<file path="src/rtl/core/assert_macros.svh">
// Assertion helpers; every use relies on clk and rst being in scope.
`ifndef ASSERT_MACROS_SVH
`define ASSERT_MACROS_SVH

// Check a property on every clock edge outside reset.
`define ASSERT_CLK(label, prop, msg) \
  label: assert property (@(posedge clk) disable iff (rst) (prop)) else $error(msg);

// Check that a condition implies a consequence in the same cycle.
`define ASSERT_IMPLY(label, ante, cons, msg) \
  `ASSERT_CLK(label, (ante) |-> (cons), msg)

`endif

</file>
<file path="src/rtl/core/sfsr_pkg.sv">
package sfsr_pkg;

  localparam int MAX_FRAMES      = 512;
  localparam int NUM_BINS        = 512;
  localparam int PHASE_FRAC_BITS = 16;

  localparam int FRAME_W  = $clog2(MAX_FRAMES);
  localparam int BIN_W    = $clog2(NUM_BINS);
  localparam int CNT_W    = $clog2(MAX_FRAMES + 1);
  localparam int PHASE_W  = FRAME_W + PHASE_FRAC_BITS;
  localparam int INC_W    = PHASE_W + 2;
  localparam int STORE_AW = FRAME_W + BIN_W;
  localparam int WORD_W   = 32;
  localparam int SETV_W   = 27;
  localparam int CMD_W    = 3;

  // Modulo unit: signed Q16 operand, one quotient bit per step
  localparam int WRAP_IN_W  = INC_W + 1;
  localparam int WRAP_STEPS = FRAME_W + 3;
  localparam int HI_W       = WRAP_IN_W - PHASE_FRAC_BITS;
  localparam int T_W        = CNT_W + WRAP_STEPS - 1;
  localparam int STEP_W     = $clog2(WRAP_STEPS + 1);

  localparam int CFG_IDX_W  = 2;
  localparam int CFG_DATA_W = CNT_W;
  localparam logic [CNT_W-1:0] FC_RESET = CNT_W'(344);

  localparam logic [CFG_IDX_W-1:0] CFG_FRAME_COUNT = CFG_IDX_W'(0);
  localparam logic [CFG_IDX_W-1:0] CFG_INTERPOLATE = CFG_IDX_W'(1);

  typedef enum logic [CMD_W-1:0] {
    CMD_ACQUIRE   = 3'd0,
    CMD_RECORD    = 3'd1,
    CMD_PLAY      = 3'd2,
    CMD_SET_INC   = 3'd3,
    CMD_SET_PHASE = 3'd4
  } cmd_t;

  typedef enum logic [2:0] {
    ST_CLEAR,
    ST_IDLE,
    ST_BIN_RD,
    ST_FRM1,
    ST_FRM2,
    ST_LERP,
    ST_WRAP,
    ST_RESULT
  } state_t;

  typedef struct packed {
    logic [WORD_W-1:0] amp;
    logic [WORD_W-1:0] freq;
  } frame_entry_t;

  typedef struct packed {
    logic [PHASE_W-1:0] phase;
    logic [INC_W-1:0]   inc;
  } bin_entry_t;

  // Frame count saturated to 1..MAX_FRAMES
  function automatic logic [CNT_W-1:0] eff_count(input logic [CNT_W-1:0] fc_raw);
    logic [CNT_W-1:0] fc;
    fc = fc_raw;
    if (fc_raw == '0) fc = CNT_W'(1);
    if (fc_raw > CNT_W'(MAX_FRAMES)) fc = CNT_W'(MAX_FRAMES);
    return fc;
  endfunction

endpackage

</file>
<file path="src/rtl/core/sfsr_lerp.sv">
module sfsr_lerp import sfsr_pkg::*; (
  input  logic                       clk,
  input  logic [WORD_W-1:0]          a1,
  input  logic [WORD_W-1:0]          a2,
  input  logic [PHASE_FRAC_BITS-1:0] frac,
  output logic [WORD_W-1:0]          res
);

  localparam int DIFF_W = WORD_W + 1;
  localparam int PROD_W = DIFF_W + PHASE_FRAC_BITS + 1;
  localparam int SCL_W  = PROD_W - PHASE_FRAC_BITS;

  logic signed [DIFF_W-1:0] diff;
  logic signed [PROD_W-1:0] prod_q;
  logic [WORD_W-1:0]        base_q;
  logic signed [PROD_W-1:0] rounded;
  logic signed [SCL_W-1:0]  scaled;
  logic signed [SCL_W-1:0]  sum;

  assign diff = $signed({a2[WORD_W-1], a2}) - $signed({a1[WORD_W-1], a1});

  always_ff @(posedge clk) begin
    prod_q <= diff * $signed({1'b0, frac});
    base_q <= a1;
  end

  // Round to nearest, ties up, then drop the fraction bits
  always_comb begin
    rounded = prod_q + PROD_W'(1 << (PHASE_FRAC_BITS - 1));
    scaled  = rounded[PROD_W-1:PHASE_FRAC_BITS];
    sum     = $signed({{(SCL_W-WORD_W){base_q[WORD_W-1]}}, base_q}) + scaled;
    res     = sum[WORD_W-1:0];
  end

endmodule

</file>
<file path="config.mk">
export PLATFORM = sky130hd
export DESIGN_NAME = sfsr_lerp
export DESIGN_NICKNAME = d
export VERILOG_FILES = /design/src/rtl/core/assert_macros.svh /design/src/rtl/core/sfsr_pkg.sv /design/src/rtl/core/sfsr_lerp.sv
export SDC_FILE = /design/constraint.sdc
export NUM_CORES = 1
export LEC_CHECK = 0
export ABC_AREA = 1
export BUFFER_PORTS_ARGS = -buffer_cell sky130_fd_sc_hd__buf_2
export CAP_MARGIN = 20
export CORE_MARGIN = 2
export CORE_UTILIZATION = 35
export CTS_CLUSTER_DIAMETER = 60
export CTS_CLUSTER_SIZE = 24
export DETAILED_ROUTE_END_ITERATION = 12
export SKIP_CTS_REPAIR_TIMING = 1
export SYNTH_ARGS = -nofsm -noshare
export SYNTH_HDL_FRONTEND = slang
export SYNTH_SLANG_ARGS = --single-unit
</file>
<file path="constraint.sdc">
create_clock -name clk -period 14.05 [get_ports clk]
set_clock_uncertainty 0.1 [all_clocks]
set_input_delay 3.5125 -clock clk [delete_from_list [all_inputs] [get_ports clk]]
set_output_delay 3.5125 -clock clk [all_outputs]
set_load 0.01 [all_outputs]
</file>
After elaboration in Yosys (flattened, before gate mapping)
Cells that the tools add are included.
{"block": "classes", "addsub": 3, "multipliers": 1, "n_div": 0, "magnitude_cmp": 0, "n_eq_ne": 0, "shift": 0, "mux": 0, "bitwise": 0, "n_reduce_logical": 0}
{"op": "$add 48x17->48 const B", "n": 1}
{"op": "$mul 33x17->48", "n": 1}
{"op": "$sub 32x32->33", "n": 1}
{"op": "$add 32x32->32", "n": 1}
{"block": "totals", "reg_bits": 80, "latchBits": 0, "mem_bits_rw": 0, "rom_bits": 0, "inputBits": 81, "output_inout_bits": 32, "wordCells": 6, "memories": 0}

Logic depth before layout (Yosys ltp)
{"block": "logic_depth", "ltp_word": 2, "depth_mapped": 42, "ltp_nobuf": 41}

Least setup slack after synthesis
No wires, ideal clock.
{"block": "synth_timing", "path_type": "input to register", "startpoint": "input port a2[0]", "endpoint": "register prod_q[47]", "setup_time_ps": 112, "arrival_time_ps": 10085, "required_ps": 13838, "path_slack_ps": 3752, "stages": 42, "n_path_buf": 1, "cell_sequence": "inv_1 > ha_1 > fa_1 > inv_1 > nand3_1 > nand2_1 > nand2_1 > nand2_1 > nand2_2 > nand2_2 > nand2_1 > nand2_1 > nand2_1 > nand2_2 > inv_2 > nor2_1 > inv_2 > fa_1 > (+6 left out) > fa_1 > inv_1 > fa_1 > inv_1 > fa_1 > inv_1 > ha_1 > inv_1 > nor3_1 > inv_1 > nor2_1 > nand2_1 > nor3_1 > nand2_1 > nand3_1 > inv_1 > nand2_1 > nand2_1"}
{"block": "synth_via", "elab_chain_cells": 2}
{"element": "start, declared", "line_no": "sfsr_lerp.sv:4", "text": "input logic [WORD_W-1:0] a2,"}
{"element": "$sub 32x32->33", "line_no": "sfsr_lerp.sv:20", "text": "assign diff = $signed({a2[WORD_W-1], a2}) - $signed({a1[WORD_W-1], a1});"}
{"element": "$mul 33x17->48", "line_no": "sfsr_lerp.sv:23", "text": "prod_q <= diff * $signed({1'b0, frac});"}
{"element": "end signal, assigned", "line_no": "sfsr_lerp.sv:23"}
{"element": "end, declared", "line_no": "sfsr_lerp.sv:14", "text": "logic signed [PROD_W-1:0] prod_q;"}
No other way between the ends.

Worst setup path in the final report
{"block": "layout_timing", "startpoint": "input port a2[0]", "endpoint": "register prod_q[26]"}
Same word-level chain as after synthesis.

==> impl_metrics.tcl <==
set metrics [dict create \
    cts_tree "yes" \
    die_x_um 269 \
    use_met2_pct 39.2 \
    yosys_register_bits 65 \
    area_growth_pct 7.73 \
    grt_pass1_wl_um 134000 \
    start_kind "primary input" \
    worst_pin_slew_ns 0.988 \
    worstHoldPathType "in2reg" \
    totalWireLength_um 85500 \
    fp-row-count 97 \
    ios 113 \
    setup_viol 0 \
    drc 0 \
    rsz0062_at_grt "false" \
    clkSlewWorstSetupHoldPaths_ns 0.06 \
    met3_usage_pct 3.86 \
    syn-mean-instance-area_um2 7.46 \
    fp.coreArea_um2 69800 \
    syn_area_um2 24600 \
    postSynth.asyncResetShare_pct 0 \
    fmax_ghz 0.0895 \
    grt_usage_pct 23.9 \
    via_per_inst 5.06 \
    clockBufferDepth 2 \
    vias 21839 \
    grt.busiest_layer "met2" \
    drtIter0Drc 1719 \
    final_cell_mix "inv_1 (793), nand2_1 (556), fa_1 (486)" \
    hpwlAfterDp_um 73400 \
    finalHoldViolCount 0 \
    grt_overflow 0 \
    syn_nets 4045 \
    yosys.cell_types.count 50 \
    crit_required_ns 14.17 \
    firstDrtPassIters 6 \
    antenna_found_initial 1 \
    root_buffer "clkbuf_16" \
    ctsHtreeMaxLevel 3 \
    slew_headroom_pct 34.2 \
    numCtsBuffers 9 \
    ys_seq_area_share_pct 5.28 \
    cp_max_fo 10 \
    die_area_um2 72500 \
    ant_nets 0 \
    grtUsageMet1_pct 32.2 \
    final_common_cell "inv_1" \
    cp_slowest_cell "or2_1" \
    wl_per_cell_um 19.8 \
    synth_warnings 0 \
    die_h_um 269 \
    first_global_vias 23252 \
    path_class "in2reg" \
    crit_arrival_ns 11.29 \
    tns_ns 0 \
    cpPeakStageDelay_ns 0.56 \
    maxSlewViolCount 0 \
    layout_min_cycle_time_ns 11.17 \
    drive_above_1_share_pct 6.52 \
    outcome "completed" \
    grt_max_degree 34 \
    cpMostUsedCell "fa_1" \
    synth-edff-count 0 \
    utilization_pct 38.0 \
    gp_congestion 0.986 \
    clock_sinks 65 \
    end_kind "register" \
    synth_cells 3301 \
    portBuffers 112 \
    max_cap_violations 0 \
    start_util_pct 35.3 \
    min_period_over_period_pct 79.5 \
    hold_slack_ns 3.18 \
    fin_nets 4112 \
    ys.flop_type "dfxtp_1" \
]
==> cells by family after synthesis <==
group | synth area share, %
xor+xnor | 4.04
flops | 5.28
fa+ha+maj | 48.5
buf+inv | 13.7
simple gates | 22.1
compound gates | 6.34
==> stage by stage <==
step / setup WS (ns) / instances / area (um^2)
after floorplan: 3.75 / 3301 / 24600
after global placement: 2.57 / 4296 / 26200
after detailed placement: 2.55 / 4297 / 26200
after CTS: 2.90 / 4313 / 26500
after global routing: 2.29 / 4314 / 26500
final: 2.88 / 4314 / 26500
==> registers in the layout, indices dropped and copies added (netlist names) <==
| name | flops |
|---|---|
| base_q | 32 |
| prod_q | 33 |
==> layer usage <==
layer,wire length (um),share of wire (%),up-vias
met3,7240,8.5,191
met5,0,0,-
met1,36500,43,10691
met4,3110,3.6,0
li1,-,-,9988
met2,38700,45,969
==> cells in the mapped netlist, types with 12 or more instances <==
cell type,instances,area share [%]
inv_2,17,0.26
clkbuf_1,55,0.84
o21ai_0,61,1.2
dfxtp_1,65,5.3
nand4_1,12,0.30
nor3_1,33,0.67
o21bai_1,19,0.58
a21o_1,19,0.58
nor4_1,12,0.30
nand2_1,556,8.5
a21oi_1,117,2.4
inv_1,793,12
nor2_1,418,6.4
nand2_2,21,0.53
xor2_1,78,2.8
buf_2,13,0.26
nand3_1,207,4.2
ha_1,177,9.0
fa_1,486,40
xnor2_1,32,1.1
==> worst paths after layout <==
path | start | to | slack, ns | cells past startpoint
max | a2[0] | prod_q[26] | 2.88 | 32
min | a1[7] | base_q[7] | 3.18 | 1
==> area by class of cell <==
cell class              count  area, um^2
fillers                  7351       43300
multi-input cells        2345       20000
inverters                 816        3060
flip-flops and latches     65        1300
well taps                 940        1180
repair buffers            131         723
clock buffers               9         225
clock inverters             7        77.6
diodes                      1        2.50
==> worst max-delay path: cells and delay by family <==
| family | cells | cell delay (ns) |
|---|---|---|
| adders and majority gates | 9 | 3.88 |
| AOI/OAI and AO/OA | 3 | 0.89 |
| xor gates and xnor gates | 1 | 0.26 |
| and+or+nand+nor | 12 | 2.28 |
| buffers and inverters | 7 | 0.47 |
Power is left out: the tool's default activity adds up to more than one toggle a clock period on the data nets, which glitch-free logic cannot reach.
