$ cat config.mk
export PLATFORM = sky130hd
export DESIGN_NAME = sfsr_wrap
export DESIGN_NICKNAME = d
export VERILOG_FILES = /design/src/rtl/core/sfsr_pkg.sv /design/src/rtl/core/sfsr_wrap.sv
export VERILOG_INCLUDE_DIRS = /design/src /design/src/rtl/core
export SDC_FILE = /design/constraint.sdc
export NUM_CORES = 1
export LEC_CHECK = 0
export BUFFER_PORTS_ARGS = -buffer_cell sky130_fd_sc_hd__buf_2
export CAP_MARGIN = 20
export CORE_MARGIN = 8
export CORE_UTILIZATION = 40
export DETAILED_ROUTE_END_ITERATION = 12
export PLACE_DENSITY = 0.7
export SLEW_MARGIN = 20
export SYNTH_ARGS = -nofsm -noshare
export SYNTH_HDL_FRONTEND = slang
export SYNTH_SLANG_ARGS = --single-unit
$ cat constraint.sdc
create_clock -name clk -period 2.2 [get_ports clk]
set_input_delay 0.11 -clock clk [delete_from_list [all_inputs] [get_ports clk]]
set_output_delay 0.11 -clock clk [all_outputs]
set_load 0.02 [all_outputs]
$ cat src/rtl/core/assert_macros.svh
// Assertion helpers; every use relies on clk and rst being in scope.
`ifndef ASSERT_MACROS_SVH
`define ASSERT_MACROS_SVH

// Check a property on every clock edge outside reset.
`define ASSERT_CLK(label, prop, msg) \
  label: assert property (@(posedge clk) disable iff (rst) (prop)) else $error(msg);

// Check that a condition implies a consequence in the same cycle.
`define ASSERT_IMPLY(label, ante, cons, msg) \
  `ASSERT_CLK(label, (ante) |-> (cons), msg)

`endif

$ cat src/rtl/core/sfsr_pkg.sv
package sfsr_pkg;

  localparam int MAX_FRAMES      = 512;
  localparam int NUM_BINS        = 512;
  localparam int PHASE_FRAC_BITS = 16;

  localparam int FRAME_W  = $clog2(MAX_FRAMES);
  localparam int BIN_W    = $clog2(NUM_BINS);
  localparam int CNT_W    = $clog2(MAX_FRAMES + 1);
  localparam int PHASE_W  = FRAME_W + PHASE_FRAC_BITS;
  localparam int INC_W    = PHASE_W + 2;
  localparam int STORE_AW = FRAME_W + BIN_W;
  localparam int WORD_W   = 32;
  localparam int SETV_W   = 27;
  localparam int CMD_W    = 3;

  // Modulo unit: signed Q16 operand, one quotient bit per step
  localparam int WRAP_IN_W  = INC_W + 1;
  localparam int WRAP_STEPS = FRAME_W + 3;
  localparam int HI_W       = WRAP_IN_W - PHASE_FRAC_BITS;
  localparam int T_W        = CNT_W + WRAP_STEPS - 1;
  localparam int STEP_W     = $clog2(WRAP_STEPS + 1);

  localparam int CFG_IDX_W  = 2;
  localparam int CFG_DATA_W = CNT_W;
  localparam logic [CNT_W-1:0] FC_RESET = CNT_W'(344);

  localparam logic [CFG_IDX_W-1:0] CFG_FRAME_COUNT = CFG_IDX_W'(0);
  localparam logic [CFG_IDX_W-1:0] CFG_INTERPOLATE = CFG_IDX_W'(1);

  typedef enum logic [CMD_W-1:0] {
    CMD_ACQUIRE   = 3'd0,
    CMD_RECORD    = 3'd1,
    CMD_PLAY      = 3'd2,
    CMD_SET_INC   = 3'd3,
    CMD_SET_PHASE = 3'd4
  } cmd_t;

  typedef enum logic [2:0] {
    ST_CLEAR,
    ST_IDLE,
    ST_BIN_RD,
    ST_FRM1,
    ST_FRM2,
    ST_LERP,
    ST_WRAP,
    ST_RESULT
  } state_t;

  typedef struct packed {
    logic [WORD_W-1:0] amp;
    logic [WORD_W-1:0] freq;
  } frame_entry_t;

  typedef struct packed {
    logic [PHASE_W-1:0] phase;
    logic [INC_W-1:0]   inc;
  } bin_entry_t;

  // Frame count saturated to 1..MAX_FRAMES
  function automatic logic [CNT_W-1:0] eff_count(input logic [CNT_W-1:0] fc_raw);
    logic [CNT_W-1:0] fc;
    fc = fc_raw;
    if (fc_raw == '0) fc = CNT_W'(1);
    if (fc_raw > CNT_W'(MAX_FRAMES)) fc = CNT_W'(MAX_FRAMES);
    return fc;
  endfunction

endpackage

$ cat src/rtl/core/sfsr_wrap.sv
`include "assert_macros.svh"

module sfsr_wrap import sfsr_pkg::*; (
  input  logic                        clk,
  input  logic                        rst,
  input  logic                        start,
  input  logic signed [WRAP_IN_W-1:0] value,
  input  logic [CNT_W-1:0]            fc,
  output logic                        busy,
  output logic [PHASE_W-1:0]          result
);

  logic [T_W-1:0]             t_q;
  logic [T_W-1:0]             d_q;
  logic [CNT_W-1:0]           fc_q;
  logic [PHASE_FRAC_BITS-1:0] low_q;
  logic [STEP_W-1:0]          steps;

  logic [HI_W-1:0] hi;
  logic [T_W-1:0]  hi_ext;
  logic [T_W-1:0]  offset;
  logic [T_W-1:0]  t_init;

  // Integer part of the operand; a negative one is lifted by a multiple of fc
  always_comb begin
    hi     = value[WRAP_IN_W-1:PHASE_FRAC_BITS];
    hi_ext = {{(T_W-HI_W){hi[HI_W-1]}}, hi};
    offset = T_W'(fc) << (WRAP_STEPS - 1);
    t_init = hi_ext + (hi[HI_W-1] ? offset : '0);
  end

  always_ff @(posedge clk) begin
    if (rst) begin
      busy  <= 1'b0;
      steps <= '0;
    end else if (start) begin
      busy  <= 1'b1;
      steps <= STEP_W'(WRAP_STEPS);
    end else if (busy) begin
      steps <= steps - 1'b1;
      if (steps == STEP_W'(1)) begin
        busy <= 1'b0;
      end
    end
  end

  always_ff @(posedge clk) begin
    if (start) begin
      t_q   <= t_init;
      d_q   <= offset;
      fc_q  <= fc;
      low_q <= value[PHASE_FRAC_BITS-1:0];
    end else if (busy) begin
      if (t_q >= d_q) begin
        t_q <= t_q - d_q;
      end
      d_q <= d_q >> 1;
    end
  end

  assign result = {t_q[FRAME_W-1:0], low_q};

  `ASSERT_IMPLY(a_wrap_rem_below_count, $fell(busy), t_q < T_W'(fc_q),
                "modulo unit finished with remainder not below frame count")

endmodule

# Yosys cells after proc, flatten, opt, wreduce, memory -nomap -nowiden

Index checks and enable logic that the tools add are counted.

Bits in registers: 63
Bits in latches: 0
Bits in writable memories: 0
ROM bits: 0
Bits of input ports: 41
Output and inout bits: 26
Word-level logic and storage cells: 27
Memories kept: 0

Add/sub/neg operators: 3
Multiply operators: 0
Div/mod/pow operators: 0
Order comparisons: 1
Eq/ne operators: 1
Shift-type cells: 0
Mux-type cells: 11
Bitwise logic cells: 0
Reduce and logical (&&, ||, !) cells: 4

Operator list:

| cell                  | number |
|---|---|
| $mux W21              | 6 |
| $add A21 B21 Y21      | 1 |
| $ge A21 B21 Y1        | 1 |
| $sub A21 B21 Y21      | 1 |
| $mux W4               | 2 |
| $eq A4 B1 Y1 const B  | 1 |
| $reduce_bool A2 Y1    | 2 |
| $sub A4 B1 Y4 const B | 1 |
| $mux W1               | 3 |
| $reduce_and A2 Y1     | 1 |
| $reduce_or A2 Y1      | 1 |

# Longest topological paths before layout

Gate-level depths: netlist (run 1).

Depth in word-level cells: 4
Gate-level depth with buffers: 9
Depth with buffers taken out: 9

# Worst setup path after synthesis (run 1)

No wires, ideal clock.

Kind: reg2reg
Start: register d_q[1]
End: register t_q[0] (enable)
Setup time: 377 ps
Arrival time: 2053 ps
Required time: 1823 ps
Path slack: -229 ps
Stages on the path, launching flop included: 9
Path buffers: 0
Clock period less this slack: 2429 ps
Path through: dfxtp_1 -> inv_1 -> ha_1 -> nor2b_1 -> o2111ai_2 -> a31oi_4 -> o2111ai_1 -> nand2_1 -> a21o_1

Word-level cells in the longest chain between the ends: 3

Ends and longest elaborated chain:

| what                                | line            | RTL |
|---|---|---|
| from (decl)                         | sfsr_wrap.sv:14 | `logic [T_W-1:0] d_q;` |
| from (signal assigned)              | sfsr_wrap.sv:50 | `d_q <= offset;` |
| from (signal assigned)              | sfsr_wrap.sv:57 | `d_q <= d_q >> 1;` |
| $ge A21 B21 Y1                      | sfsr_wrap.sv:54 | `if (t_q >= d_q) begin` |
| $reduce_bool A2 Y1 (no source line) | -               |  |
| $reduce_and A2 Y1 (no source line)  | -               |  |
| to (signal assigned)                | sfsr_wrap.sv:49 | `t_q <= t_init;` |
| to (signal assigned)                | sfsr_wrap.sv:55 | `t_q <= t_q - d_q;` |
| to (decl)                           | sfsr_wrap.sv:13 | `logic [T_W-1:0] t_q;` |

Every way passes these cells.
A chain may end at the register's enable or synchronous reset.

# Final worst setup path (run 1)

Start: register d_q[13]
End: register t_q[20] (data pin)

Word-level cells in the longest chain between the ends: 4

Ends and longest elaborated chain:

| what             | line            | RTL |
|---|---|---|
| $sub A21 B21 Y21 | sfsr_wrap.sv:55 |  |
| $mux W21         | sfsr_wrap.sv:54 |  |
| $mux W21         | sfsr_wrap.sv:53 | `end else if (busy) begin` |
| $mux W21         | sfsr_wrap.sv:48 | `if (start) begin` |

Every way passes these cells. The select of a mux whose other input is x is not followed.

==> results of run 1 <==
[power groups by stage]
stage	logic [mW]	clock network (mW)	registers, mW
2_1_floorplan	1.82	0	1.71
3_3_place_gp	2.67	0	1.71
3_5_place_dp	2.72	0	1.71
4_1_cts	2.88	1.13	1.69
5_1_grt	3.56	1.17	1.73
6_report	3.26	1.11	1.71
[timing repair]
action | 4_1_cts | 5_1_grt
endpoints found under the hold margin | 20 | 0
pin swaps | 21 | 19
hold buffers | 17 | 0
setup buffers | 2 | 5
gates resized for setup | 18 | 36
setup endpoints to repair | 32 | 35
[synthesized netlist by cell type, types with 5 or more instances]
master    instances
a21oi_1          19
buf_4             9
clkbuf_1          8
dfxtp_1          16
edfxtp_1         47
ha_1             24
inv_1            34
mux2i_1          12
nand2_1          45
nand4_1           5
nor2_1           35
nor2b_1           6
nor3_1            9
o211ai_1          8
o21ai_0          26
or3_1             7
xnor2_1          11
xor2_1            5
[worst paths after layout]
kind | start | endpoint | depth (start not counted)
hold reg to reg | steps[1] | steps[1] | 2
hold / removal | value[18] | t_q[2] | 3
setup / recovery | d_q[13] | t_q[20] | 9
setup reg to reg | d_q[13] | t_q[20] | 9
[through the flow]
stage	utilization [%]	power, mW
floorplan	-	3.54
global placement	48.1	4.38
detailed placement	48.1	4.43
CTS	52.9	5.71
global route	55.5	6.46
finish	55.5	6.08
[area by class of cell]
| class | instances | area (µm²) | area share, % |
|---|---|---|---|
| inverters | 34 | 128 | 2.39 |
| clock inverters | 7 | 87.6 | 1.64 |
| multi-input cells | 285 | 2190 | 40.9 |
| flip-flops and latches | 63 | 1730 | 32.4 |
| repair buffers | 135 | 920 | 17.2 |
| clock buffers | 9 | 124 | 2.32 |
| well taps | 133 | 166 | 3.11 |
[per-layer routing]
metal  global-route usage [%]  routed length [µm]  up-vias
li1                         -                   -     1716
met1                     18.2                4320     1647
met2                     27.9                5230      133
met3                     5.09                 773       18
met4                     5.08                 152        0
met5                        0                   0        -
[kinds of logic (layout without fill, tap and decap cells)]
family | after synthesis | in the layout | synth area share, %
DFF | 63 | 63 | 44.3
AOI/OAI and AO/OA | 104 | 104 | 18.5
adders and majority gates | 25 | 25 | 8.20
muxes | 12 | 12 | 3.08
and+or+nand+nor | 128 | 128 | 15.4
xor gates and xnor gates | 16 | 16 | 3.59
buffers and inverters | 55 | 185 | 6.89
[state kept, by name (all words and copies together), names as in the netlist]
| register | count |
|---|---|
| t_q | 21 |
| d_q | 21 |
| low_q | 16 |
| steps | 4 |
| busy | 1 |
[worst max-delay path, stage by stage, from the launching register on]
cell,delay (ns)
edfxtp_1,0.39
inv_1,0.06
ha_1,0.32
buf_4,0.17
a21o_1,0.13
a211oi_1,0.07
or3_1,0.35
a31oi_1,0.24
o21a_1,0.18
o32ai_2,0.08
[cells in the final DEF (no fill, tap or decap), drive strengths merged, types with 3 or more instances in the layout]
master       Yosys  layout
o2111ai          4       4
nand4            5       5
inv             34      34
nand2           45      45
dfxtp           16      16
a21oi           22      22
a211o            3       3
clkinv           0       3
buf             11     118
o31ai            3       3
clkbuf          10       9
o21ai           28      28
xnor2           11      11
ha              24      24
a21o             4       4
and2             3       3
xor2             5       5
o211ai           8       8
a31oi            5       5
nor3             9       9
or3              8       8
edfxtp          47      47
or2              4       4
dlygate4sd3      0      17
o21a             3       3
mux2i           12      12
nor4             3       3
a211oi           4       4
nor2            35      35
nor2b            7       7
==> impl_metrics.toml, run 1 <==
[synthesis]
yosysTopAreaCellShare_pct = 36.1
synth_edf_count = 47
synth-seq-cells = 63
synth_seq_area_share_pct = 44.3
synthCells = 403
async_flop_share_pct = 0
syn-num-nets = 469
synth_flop_cell = "edfxtp_1"
syn_area_per_cell_um2 = 9.69
yosysWarnings = 0
synth_area_leaders = "edfxtp_1 36%, dfxtp_1 8.2%, ha_1 7.7%, nand2_1 4.3%, nor2_1 3.4%"
synth.distinct_cells = 59
yosysTopAreaCell = "edfxtp_1"
syn_area_mm2 = 0.00391

[route]
detail_route.wl_per_cell_um = 15.7
drt_wl_total_um = 10500
drt-initial-drc-count = 222
viasPerCell = 5.28
vias = 3514
first_pass_iters = 5
antenna_left = 0
drc = 0

[placed_design]
dp.final_hpwl_um = 7390
place_congestion = 0.922
dp_slack_ns = -0.214
dp_cells = 626
placed_area_mm2 = 0.00463
portBuffers = 66

[clock_network]
clk_pin_slew_ns = 0.07
insertion_delay_ns = 0.35
htree_levels = 3
cts_tree = "built"
cts.sinks = 63
cts_buffer_depth = 2
numCtsBuffers = 9
cts-root-buf = "clkbuf_8"

[pwr]
power_frac_seq_pct = 28.2
clock_power_share_pct = 18.2
switching_share_pct = 38.8
power.switching_mw = 2.35
p_per_area_mw_per_mm2 = 1140
p_comb_share_pct = 53.6
ir_worst_vdd_mv = 0.693
p_int_mw = 3.72
p_leak_nw = 2.17

[sta]
skew_ns = 0.00571
layout_setup_ws_ns = -0.0462
slew_viol_final = 0
tightest_slew_ns = 0.512
fmax_ghz = 0.445
min_period_over_period_pct = 102
rsz0062_at_grt = "yes"
tns_ns = -0.120
setup_viol = 13
slew_headroom_pct = 65.8
hold_viol_final = 0
hold-worst-slack_ns = 0.0379
min_period_ns = 2.25

[grt]
grt_use_total_pct = 16.0
grt_max_degree = 52
grt_overflow = 0
grt_pass1_wl_um = 16700
first_global_vias = 3588
antenna_found_initial = 0

[setup_path]
r2r_setup_slack_ns = -0.05
endpoint_kind = "register"
crit_arrival_ns = 2.33
cp.required_ns = 2.29
startpoint_type = "register"
path_max_fanout = 6
crit_type = "register to register"

[cells_and_area]
diodes = 0
stdcell_area_mm2 = 0.00535
num-nets-final = 594
fin_cells = 666
syn_to_final_growth_pct = 36.8
nFillCells = 868
drive_above_1_share_pct = 34.3

[run_status]
violations = "setup timing"
status = "finished with violations"

[die]
die_h_um = 115
rows = 36
die_w_um = 115
fp.dieArea_mm2 = 0.0132
core_mm2 = 0.00964
ios = 67
start_util_pct = 40.5

[hold_path]
hp-class = "input port to register"

[job]
max_cap_violations = 0
Power figures use the tool's default switching activity.
==> run 2, diff against run 1 <==
Settings changed: CTS_BUF_LIST set to sky130_fd_sc_hd__clkbuf_4.
==> run 2 against run 1 <==
The run still ends with setup timing left; largest power group unchanged; sequential power about the same; setup slack improved by 0.016 ns; utilization increased by 0.39 points; count of clock-buffer cells in the layout unchanged.
==> impl_metrics.toml, run 2 (same netlist as run 1, synthesis figures left out) <==
[cells_and_area]
layout_commonest_cell = "buf_2"
mostFrequentLayoutCells = "66 x buf_2, 50 x buf_4, 47 x edfxtp_1"
stdcell_area_mm2 = 0.00538
finish.utilization_pct = 55.8
nFillCells = 864
num-nets-final = 605
syn_to_final_growth_pct = 37.8
reg_top3 = "d_q (21), t_q (21), low_q (16)"
fin_cells = 677
diodes = 0
drive_above_1_share_pct = 33.8

[clock_network]
numCtsBuffers = 9
cts_tree = "built"
cts-root-buf = "clkbuf_4"
htree_levels = 3
cts_buffer_depth = 2
clk_pin_slew_ns = 0.12
cts.sinks = 63
insertion_delay_ns = 0.42

[pwr]
ir_worst_vdd_mv = 0.663
p_per_area_mw_per_mm2 = 1090
p_leak_nw = 2.20

[sta]
layout_setup_ws_ns = -0.0304
hold_viol_final = 0
slew_headroom_pct = 63.9
min_period_ns = 2.23
fmax_ghz = 0.448
tightest_slew_ns = 0.534
min_period_over_period_pct = 101
rsz0062_at_grt = "yes"
skew_ns = 0.0155
slew_viol_final = 0
setup_viol = 17

[route]
drt_wl_total_um = 10400
viasPerCell = 5.23
drc = 0
first_pass_iters = 5
antenna_left = 0
drt-initial-drc-count = 223
vias = 3541
detail_route.wl_per_cell_um = 15.4

[placed_design]
placed_area_mm2 = 0.00463
dp.final_hpwl_um = 7390
dp_cells = 626
place_congestion = 0.922
portBuffers = 66

[die]
ios = 67
core_mm2 = 0.00964
start_util_pct = 40.5
fp.dieArea_mm2 = 0.0132
die_h_um = 115
die_w_um = 115
rows = 36

[setup_path]
r2r_setup_slack_ns = -0.03
endpoint_kind = "register"
worstPathCellList = "inv_1 > ha_2 > fa_2 > nor2b_2 > o211ai_1 > a21oi_4 > o211a_1 > nor3_1 > o32ai_2"
critPathMaxStageDelay_ns = 0.40
crit_family = "compound AO/OA/AOI/OAI gates"
startpoint_type = "register"
crit_type = "register to register"
path_max_fanout = 6
crit_arrival_ns = 2.39
worst-path-buf-inv = 1
slowest_stage = "edfxtp_1"
cp.required_ns = 2.36

[run_status]
status = "finished with violations"
violations = "setup timing"

[grt]
grt_use_total_pct = 16.1
grt_pass1_wl_um = 16800
first_global_vias = 3644
grt_max_degree = 52
grt_overflow = 0
antenna_found_initial = 0

[hold_path]
hp-class = "input port to register"

[job]
max_cap_violations = 0
-- run 2: cell count changes in the layout (fill, tap and decap cells not counted), moves of 2 or more --
| cell | change |
|---|---|
| clkbuf_8 | -9 |
| clkbuf_4 | +9 |
| ha_4 | -2 |
| dlygate4sd3_1 | +9 |
-- run 2: timing repair --
action                     CTS  global route
pin swaps                   22            20
setup buffers                2             7
resized for setup           20            34
hold buffers                26             0
setup endpoints to repair   33            36
hold endpoints to repair    30             0
-- run 2: path summary, 6_finish.rpt --
kind                            depth (start not counted)       end      start
worst max register to register                          9   t_q[20]     t_q[0]
worst min register to register                          2  steps[1]   steps[1]
worst max-delay path                                    9   t_q[20]     t_q[0]
worst min-delay path                                    3    t_q[8]  value[24]
-- run 2: final cells by class --
cell class,instances,area [µm²],area share (%)
Timing Repair Buffer,146,1030,19.1
Inverter,34,128,2.37
Clock inverter,7,87.6,1.63
Tap cell,133,166,3.09
Multi-Input combinational cell,285,2170,40.4
Clock buffer,9,67.6,1.26
Sequential cell,63,1730,32.2
-- run 2: worst reg2reg max path, cell delays in order, from the launching register on --
cell      delay [ns]
edfxtp_1        0.40
inv_1           0.08
ha_2            0.19
fa_2            0.21
nor2b_2         0.05
o211ai_1        0.29
a21oi_4         0.15
o211a_1         0.26
nor3_1          0.24
o32ai_2         0.10
-- run 2: per-layer routing --
metal	routed length (µm)	vias up	global-route usage [%]
li1	-	1740	-
met2	5210	112	28.5
met3	665	21	4.36
met5	0	-	0
met4	218	0	5.87
met1	4330	1668	18.1
-- run 2: where the power goes --
part	internal [mW]	switching (mW)	total, mW	leakage (nW)
Combinational	1.53	1.76	3.28	1.52
Sequential	1.59	0.116	1.70	0.605
Clock	0.451	0.453	0.904	0.0770
-- run 2: per-stage QoR --
stage	setup TNS (ns)	worst slack (ns)	power (mW)	hold WS [ns]
3_3_place_gp	-1.74	-0.151	4.38	0.288
5_1_grt	-2.17	-0.117	6.27	0.0147
4_1_cts	-0.808	-0.0922	5.52	0.00331
2_1_floorplan	0	0.0338	3.54	0.179
3_5_place_dp	-3.09	-0.214	4.43	0.288
6_report	-0.257	-0.0304	5.89	0.0158
